[src/lmsdb_pkg.sv]
// shared types and constants for the double buffered led matrix scanner
package lmsdb_pkg;

  localparam int ROW_BITS   = 32;
  localparam int SHIFT_BITS = 16;

  localparam logic [1:0] FLAG_FRAME = 2'b01;
  localparam logic [1:0] FLAG_SLOW  = 2'b10;

  localparam logic [7:0] DIVIDER_RESET = 8'd10;

  typedef logic [ROW_BITS-1:0] row_word_t;

  typedef enum logic [2:0] {
    MODE_TICK       = 3'd0,
    MODE_WRITE      = 3'd1,
    MODE_READ       = 3'd2,
    MODE_FLIP       = 3'd3,
    MODE_READ_FLAGS = 3'd4
  } mode_t;

  typedef enum logic [1:0] {
    KIND_SHIFT = 2'd0,
    KIND_PIXEL = 2'd1,
    KIND_FLAGS = 2'd2
  } kind_t;

  typedef enum logic {
    REG_DUAL_PAGE    = 1'b0,
    REG_FLAG_DIVIDER = 1'b1
  } reg_index_t;

endpackage

[src/led_matrix_scan_double_buffer.sv]
// led matrix scanner top level: frame store, scan control and result sequencing
// the first result appears in the cycle that follows the accepting edge
// a tick gives sixteen results in consecutive cycles and holds busy until its last
// result, so a new tick can be accepted during that result, bounded by the serial shift of one row
// every other mode does not raise busy and may be followed in the next cycle
// synchronous reset clears row valid flags, so the frame store reads as zero at once
module led_matrix_scan_double_buffer #(
  parameter int ROWS = 16
) (
  input  logic       clk,
  input  logic       rst,
  input  logic       start,
  output logic       busy,
  input  logic [2:0] mode,
  input  logic [4:0] pixel_x,
  input  logic [3:0] pixel_y,
  input  logic       pixel_on,
  output logic       strobe,
  output logic [1:0] kind,
  output logic       row_bit,
  output logic       left_bit,
  output logic       right_bit,
  output logic       latch,
  output logic       pixel_value,
  output logic [1:0] period_flags,
  input  logic       cfg_valid,
  output logic       cfg_ready,
  input  logic       cfg_index,
  input  logic [7:0] cfg_data
);
  import lmsdb_pkg::*;

  localparam int RW    = $clog2(ROWS);
  localparam int AW    = RW + 1;
  localparam int DEPTH = 2 ** AW;
  localparam int CW    = (RW > 4) ? RW : 4;

  // frame store: one 32 bit word per page and row, left half in the low bits
  row_word_t        mem [DEPTH];
  logic [DEPTH-1:0] row_valid;

  logic          dual_page;
  logic [7:0]    flag_divider;
  logic          display_page;
  logic          flip_pending;
  logic [RW-1:0] scan_row;
  logic [7:0]    tick_count;
  logic [1:0]    period_now;
  logic [1:0]    period_seen;

  // result side
  logic          active;
  logic [3:0]    cnt;
  logic [RW-1:0] row_q;
  row_word_t     rd_raw;
  logic          rd_ok;
  logic          single_valid;
  kind_t         single_kind;
  logic [1:0]    single_flags;
  logic [4:0]    col_q;

  logic          accept;
  logic          work_page;
  logic [RW-1:0] y_row;
  logic          y_in_range;
  logic [4:0]    col_bit;
  logic          wr_en;
  logic          rd_en;
  logic [AW-1:0] waddr;
  logic [AW-1:0] raddr;
  logic [7:0]    tick_count_next;
  logic          slow_hit;
  logic          row_wrap;
  row_word_t     rd_word;

  assign cfg_ready  = 1'b1;
  assign busy       = active && (cnt != 4'(SHIFT_BITS - 1));
  assign accept     = start && !busy;
  assign work_page  = display_page ^ dual_page;
  assign y_row      = RW'(pixel_y);
  assign y_in_range = (int'(pixel_y) < ROWS);
  // column x maps to bit 15-(x mod 16) of the half word that x[4] selects
  assign col_bit    = {pixel_x[4], ~pixel_x[3:0]};

  assign wr_en = accept && (mode == MODE_WRITE) && y_in_range;
  assign rd_en = accept && ((mode == MODE_TICK) || (mode == MODE_READ));
  assign waddr = {work_page, y_row};
  assign raddr = (mode == MODE_TICK) ? {display_page, scan_row} : {work_page, y_row};

  assign tick_count_next = tick_count + 8'd1;
  assign slow_hit        = (tick_count_next >= flag_divider);
  assign row_wrap        = (int'(scan_row) == ROWS - 1);

  // memory write and registered read
  always_ff @(posedge clk) begin
    if (wr_en) begin
      if (row_valid[waddr]) begin
        mem[waddr][col_bit] <= pixel_on;
      end else begin
        // first write to a row: the rest of the row is still zero
        mem[waddr] <= row_word_t'(pixel_on) << col_bit;
      end
    end
    if (rd_en) begin
      rd_raw <= mem[raddr];
    end
  end

  always_ff @(posedge clk) begin
    if (rst) begin
      row_valid <= '0;
      rd_ok     <= 1'b0;
    end else begin
      if (wr_en) begin
        row_valid[waddr] <= 1'b1;
      end
      if (rd_en) begin
        rd_ok <= row_valid[raddr] && ((mode == MODE_TICK) || y_in_range);
      end
    end
  end

  // configuration
  always_ff @(posedge clk) begin
    if (rst) begin
      dual_page    <= 1'b0;
      flag_divider <= DIVIDER_RESET;
    end else if (cfg_valid && cfg_ready) begin
      case (cfg_index)
        REG_DUAL_PAGE:    dual_page    <= cfg_data[0];
        REG_FLAG_DIVIDER: flag_divider <= cfg_data;
        default: ;
      endcase
    end
  end

  // scan and page state
  always_ff @(posedge clk) begin
    if (rst) begin
      display_page <= 1'b0;
      flip_pending <= 1'b0;
      scan_row     <= '0;
      tick_count   <= '0;
      period_now   <= '0;
      period_seen  <= '0;
    end else if (accept) begin
      case (mode)
        MODE_TICK: begin
          tick_count <= slow_hit ? 8'd0 : tick_count_next;
          period_now <= (slow_hit ? FLAG_SLOW : 2'b00) | (row_wrap ? FLAG_FRAME : 2'b00);
          if (row_wrap) begin
            scan_row <= '0;
            if (flip_pending && dual_page) begin
              flip_pending <= 1'b0;
              display_page <= ~display_page;
            end
          end else begin
            scan_row <= scan_row + RW'(1);
          end
        end
        MODE_FLIP: begin
          if (dual_page) begin
            flip_pending <= 1'b1;
          end
        end
        MODE_READ_FLAGS: begin
          period_seen <= period_now;
        end
        default: ;
      endcase
    end
  end

  // result sequencing
  always_ff @(posedge clk) begin
    if (rst) begin
      active       <= 1'b0;
      cnt          <= '0;
      single_valid <= 1'b0;
    end else begin
      single_valid <= accept && ((mode == MODE_READ) || (mode == MODE_READ_FLAGS));
      if (accept && (mode == MODE_TICK)) begin
        active <= 1'b1;
        cnt    <= '0;
      end else if (active) begin
        cnt <= cnt + 4'd1;
        if (cnt == 4'(SHIFT_BITS - 1)) begin
          active <= 1'b0;
        end
      end
    end
  end

  always_ff @(posedge clk) begin
    if (accept) begin
      row_q        <= scan_row;
      col_q        <= col_bit;
      single_kind  <= (mode == MODE_READ) ? KIND_PIXEL : KIND_FLAGS;
      single_flags <= period_now & ~period_seen;
    end
  end

  assign rd_word = rd_ok ? rd_raw : '0;

  always_comb begin
    strobe       = active || single_valid;
    kind         = KIND_SHIFT;
    row_bit      = 1'b0;
    left_bit     = 1'b0;
    right_bit    = 1'b0;
    latch        = 1'b0;
    pixel_value  = 1'b0;
    period_flags = 2'b00;
    if (active) begin
      row_bit   = (CW'(row_q) == CW'(cnt));
      left_bit  = rd_word[{1'b0, cnt}];
      right_bit = rd_word[{1'b1, cnt}];
      latch     = (cnt == 4'(SHIFT_BITS - 1));
    end else if (single_valid) begin
      kind = single_kind;
      if (single_kind == KIND_PIXEL) begin
        pixel_value = rd_word[col_q];
      end else begin
        period_flags = single_flags;
      end
    end
  end

endmodule
[config.mk]
export PLATFORM = sky130hd
export DESIGN_NAME = led_matrix_scan_double_buffer
export DESIGN_NICKNAME = d
export VERILOG_FILES = /design/src/lmsdb_pkg.sv /design/src/led_matrix_scan_double_buffer.sv
export SDC_FILE = /design/constraint.sdc
export NUM_CORES = 2
export LEC_CHECK = 0
export ABC_AREA = 0
export BUFFER_PORTS_ARGS = -buffer_cell sky130_fd_sc_hd__buf_2
export CORE_MARGIN = 8
export CORE_UTILIZATION = 55
export CTS_CLUSTER_DIAMETER = 60
export DETAILED_ROUTE_END_ITERATION = 10
export GPL_ROUTABILITY_DRIVEN = 0
export PLACE_DENSITY = 0.84
export RECOVER_POWER = 100
export SKIP_CTS_REPAIR_TIMING = 1
export SYNTH_ARGS = -nofsm -noshare
export SYNTH_HDL_FRONTEND = slang
export SYNTH_SLANG_ARGS = --single-unit
[constraint.sdc]
create_clock -name clk -period 3.9 [get_ports clk]
set_input_delay 0.39 -clock clk [delete_from_list [all_inputs] [get_ports clk]]
set_output_delay 0.39 -clock clk [all_outputs]
set_load 0.05 [all_outputs]
==> flow_summary_export.csv <==
group,metric,value,unit
final_layout,final_cell_area,54800,um^2
final_layout,fin_cells,4683,
worst_hold_path,min_from,"mode[0]",
placed_design,place_inst,4471,
sta,post-route-period-util,101,%
sta,holdWs,-0.0177,ns
clock_network,cts.sinks,1135,
worst_hold_path,hold_class,"in -> reg",
sta,rsz0062_at_grt,"false",
placed_design,place_area,51600,um^2
power_and_ir_drop,power_frac_comb,5.5,%
sta,fin_setup_tns,-0.0234,ns
sta,final-max-slew-violation-count,35,
critical_path,rr_endpoint,"rd_raw[10]$_DFFE_PP_",
final_layout,fin_util,61.1,%
final_layout,syn_to_final_growth,10.8,%
critical_path,crit_required,4.33,ns
sta,final_hold_viol_count,1,
clock_network,h-tree-depth,3,
clock_network,cts_buffers,107,
power_and_ir_drop,internal_power,19.7,mW
synthesis,synth_ff_type,"edfxtp_1",
worst_hold_path,min_to,"single_valid$_SDFF_PP0_",
critical_path,arrival,4.35,ns
synthesis,synth.distinct_cells,56,
critical_path,ff2ff_path_depth,6,
power_and_ir_drop,p_seq_share,53.6,%
critical_path,end_kind,"register",
synthesis,async_reset_ff_share,0,%
floorplanning,rows,110,
clock_network,cts_root_buf,"clkbuf_16",
synthesis,syn_area_per_cell,14.4,um^2
route,drc_errors,0,
global_route,overflow,0,
global_route,grt_max_degree,52,
final_layout,most-common-layout-cells,"edfxtp_1, nor2_1, mux4_2",
power_and_ir_drop,peakVddDrop,388,uV
clock_network,clockBufferDepth,3,
status,status,"complete, but fails checks",
global_route,grt.total_usage,27.4,%
global_route,grt_pass1_vias,31207,
critical_path,cp-start-kind,"register",
route,vias,31685,
route,drt-total-wl,139000,um
route,drt_first_pass_iters,5,
synthesis,synth_nets,3460,
critical_path,criticalPathCategory,"reg -> reg",
power_and_ir_drop,switching_share,21.7,%
synthesis,synth-edff-count,1069,
sta,layout_setup_ws,-0.0234,ns
floorplanning,ios,38,
power_and_ir_drop,p_clk_share,40.9,%
critical_path,reg2reg_from,"dual_page$_SDFFE_PP0P_",
global_route,antenna_found_initial,7,
synthesis,ys_warn_count,0,
synthesis,syn_area,49400,um^2
final_layout,fillerInstances,5889,
global_route,grt_pass1_wl,200000,um
route,wire_per_inst,29.6,um
power_and_ir_drop,p_sw,5.46,mW
floorplanning,die_area,99800,um^2
final_layout,multiInputGateArea,14400,um^2
clock_network,cts_tree,"done",
clock_network,clock_latency,0.70,ns
run,cap_violations,1,
route,viasPerCell,6.77,
sta,tightest_slew,1.65,ns
status,violations,"negative hold slack, max-capacitance violations, max-slew violations, negative setup slack",
floorplanning,core_area,89600,um^2
floorplanning,die_x,316,um
floorplanning,fp.dieH,316,um
synthesis,synth_cells,3423,
sta,skew,0.0296,ns
final_layout,final_common_cell,"edfxtp_1",
final_layout,regArea,33400,um^2
power_and_ir_drop,p_leak,20.4,nW
placed_design,dpl.hpwl,77100,um
synthesis,ys_ff_latch,1135,
placed_design,portBuffers,36,
sta,min_period,3.92,ns
final_layout,nets,3449,
critical_path,cp_max_fo,16,
floorplanning,start_util,55.2,%
route,route.antenna.remaining_nets,0,
critical_path,rrSetupSlack,-0.02,ns
final_layout,drive_above_1_share,20.9,%
sta,slew_headroom,-10.2,%
clock_network,clk_pin_slew,0.06,ns
worst_hold_path,hold_depth,2,
power_and_ir_drop,powerDensity,459,nW/um^2
route,dr.first_iter.drc_count,5058,
sta,setup_violations,1,
sta,clock.fmax,0.255,GHz
synthesis,synth_seq_area_share,67.6,%
[routing by layer]
layer | wire, um | GRT usage (%) | vias up
li1 | - | - | 12594
met1 | 43100 | 33.0 | 15571
met2 | 63800 | 43.1 | 2800
met3 | 21800 | 8.93 | 716
met4 | 10100 | 16.8 | 4
met5 | 59 | 0 | -
[power groups by stage]
stage	registers (mW)	logic, mW	clock network, mW
4_1_cts	13.5	1.38	10.3
2_1_floorplan	13.7	0.942	0
6_report	13.5	1.39	10.3
3_5_place_dp	13.7	1.36	0
5_1_grt	13.5	1.45	10.7
3_3_place_gp	13.7	1.32	0
[area by class of cell]
| class | instances | area share [%] |
|---|---|---|
| Sequential cell | 1135 | 61.0 |
| Multi-Input combinational cell | 1911 | 26.3 |
| Clock buffer | 129 | 5.29 |
| Timing Repair Buffer | 205 | 3.33 |
| Tap cell | 1176 | 2.69 |
| Clock inverter | 69 | 0.962 |
| Inverter | 52 | 0.356 |
| Antenna cell | 6 | 0.0274 |
[state kept, by name, summed over array words and instances, names as in the netlist, 5 cells and up]
register      flops
flag_divider      8
row_valid        32
mem            1024
rd_raw           32
col_q             5
tick_count        8
[metrics by stage]
step | total power [mW] | setup slack, ns
after floorplan | 14.6 | 0.188
after global placement | 15.0 | 0.544
after detailed placement | 15.1 | 0.451
after CTS | 25.1 | 0.265
after global routing | 25.6 | 0.0736
final | 25.1 | -0.0234
[worst max-delay path by stage]
stage | to | cells past startpoint | start
2_1_floorplan | rd_ok$_SDFFE_PP0P_ | 5 | cnt[0]$_SDFFE_PP0P_
3_3_place_gp | mem[28][27]$_DFFE_PP_ | 8 | pixel_y[1]
3_5_place_dp | mem[0][0]$_DFFE_PP_ | 8 | pixel_y[1]
4_1_cts | pixel_value | 5 | col_q[0]$_DFFE_PP_
5_1_grt | mem[15][11]$_DFFE_PP_ | 11 | cnt[1]$_SDFFE_PP0P_
6_report | rd_raw[10]$_DFFE_PP_ | 6 | dual_page$_SDFFE_PP0P_
[worst max-delay path, cell delays in order, from the launching register on]
cell      delay [ns]
dfxtp_1         0.35
clkbuf_1        0.41
nor4b_1         0.23
o31ai_4         1.12
clkbuf_2        0.80
o22ai_1         0.24
nor4_1          0.49
[Yosys cell counts, types with 7 or more instances]
library cell	n	share of area [%]
nand3_1	12	0.12
nand2b_1	8	0.10
ha_1	11	0.28
edfxtp_1	1069	65
buf_2	121	1.2
a21oi_1	65	0.66
inv_1	51	0.39
o21a_1	12	0.18
nand2_1	106	0.80
a21boi_0	21	0.32
nor4_2	32	0.81
and3_1	10	0.13
nor2b_1	9	0.11
dfxtp_1	66	2.7
nor3_1	13	0.13
buf_12	7	0.28
o22ai_1	130	1.6
clkbuf_1	168	1.3
buf_6	13	0.30
mux2i_1	34	0.69
mux4_2	291	13
nor2_1	1076	8.2
xor2_1	11	0.19
xnor2_1	7	0.12
[logic make-up (layout without fill, tap and decap cells)]
family	after synthesis	after routing	share of synthesized area, %
buffers and inverters	377	455	3.71
adders and majority gates	11	11	0.278
xor gates and xnor gates	18	18	0.319
DFF	1135	1135	67.6
muxes	327	327	14.0
and+or+nand+nor	1289	1289	10.7
AOI/OAI and AO/OA	265	265	3.39
other	1	7	0.00758
No activity file was read; power rests on OpenSTA's default activity.
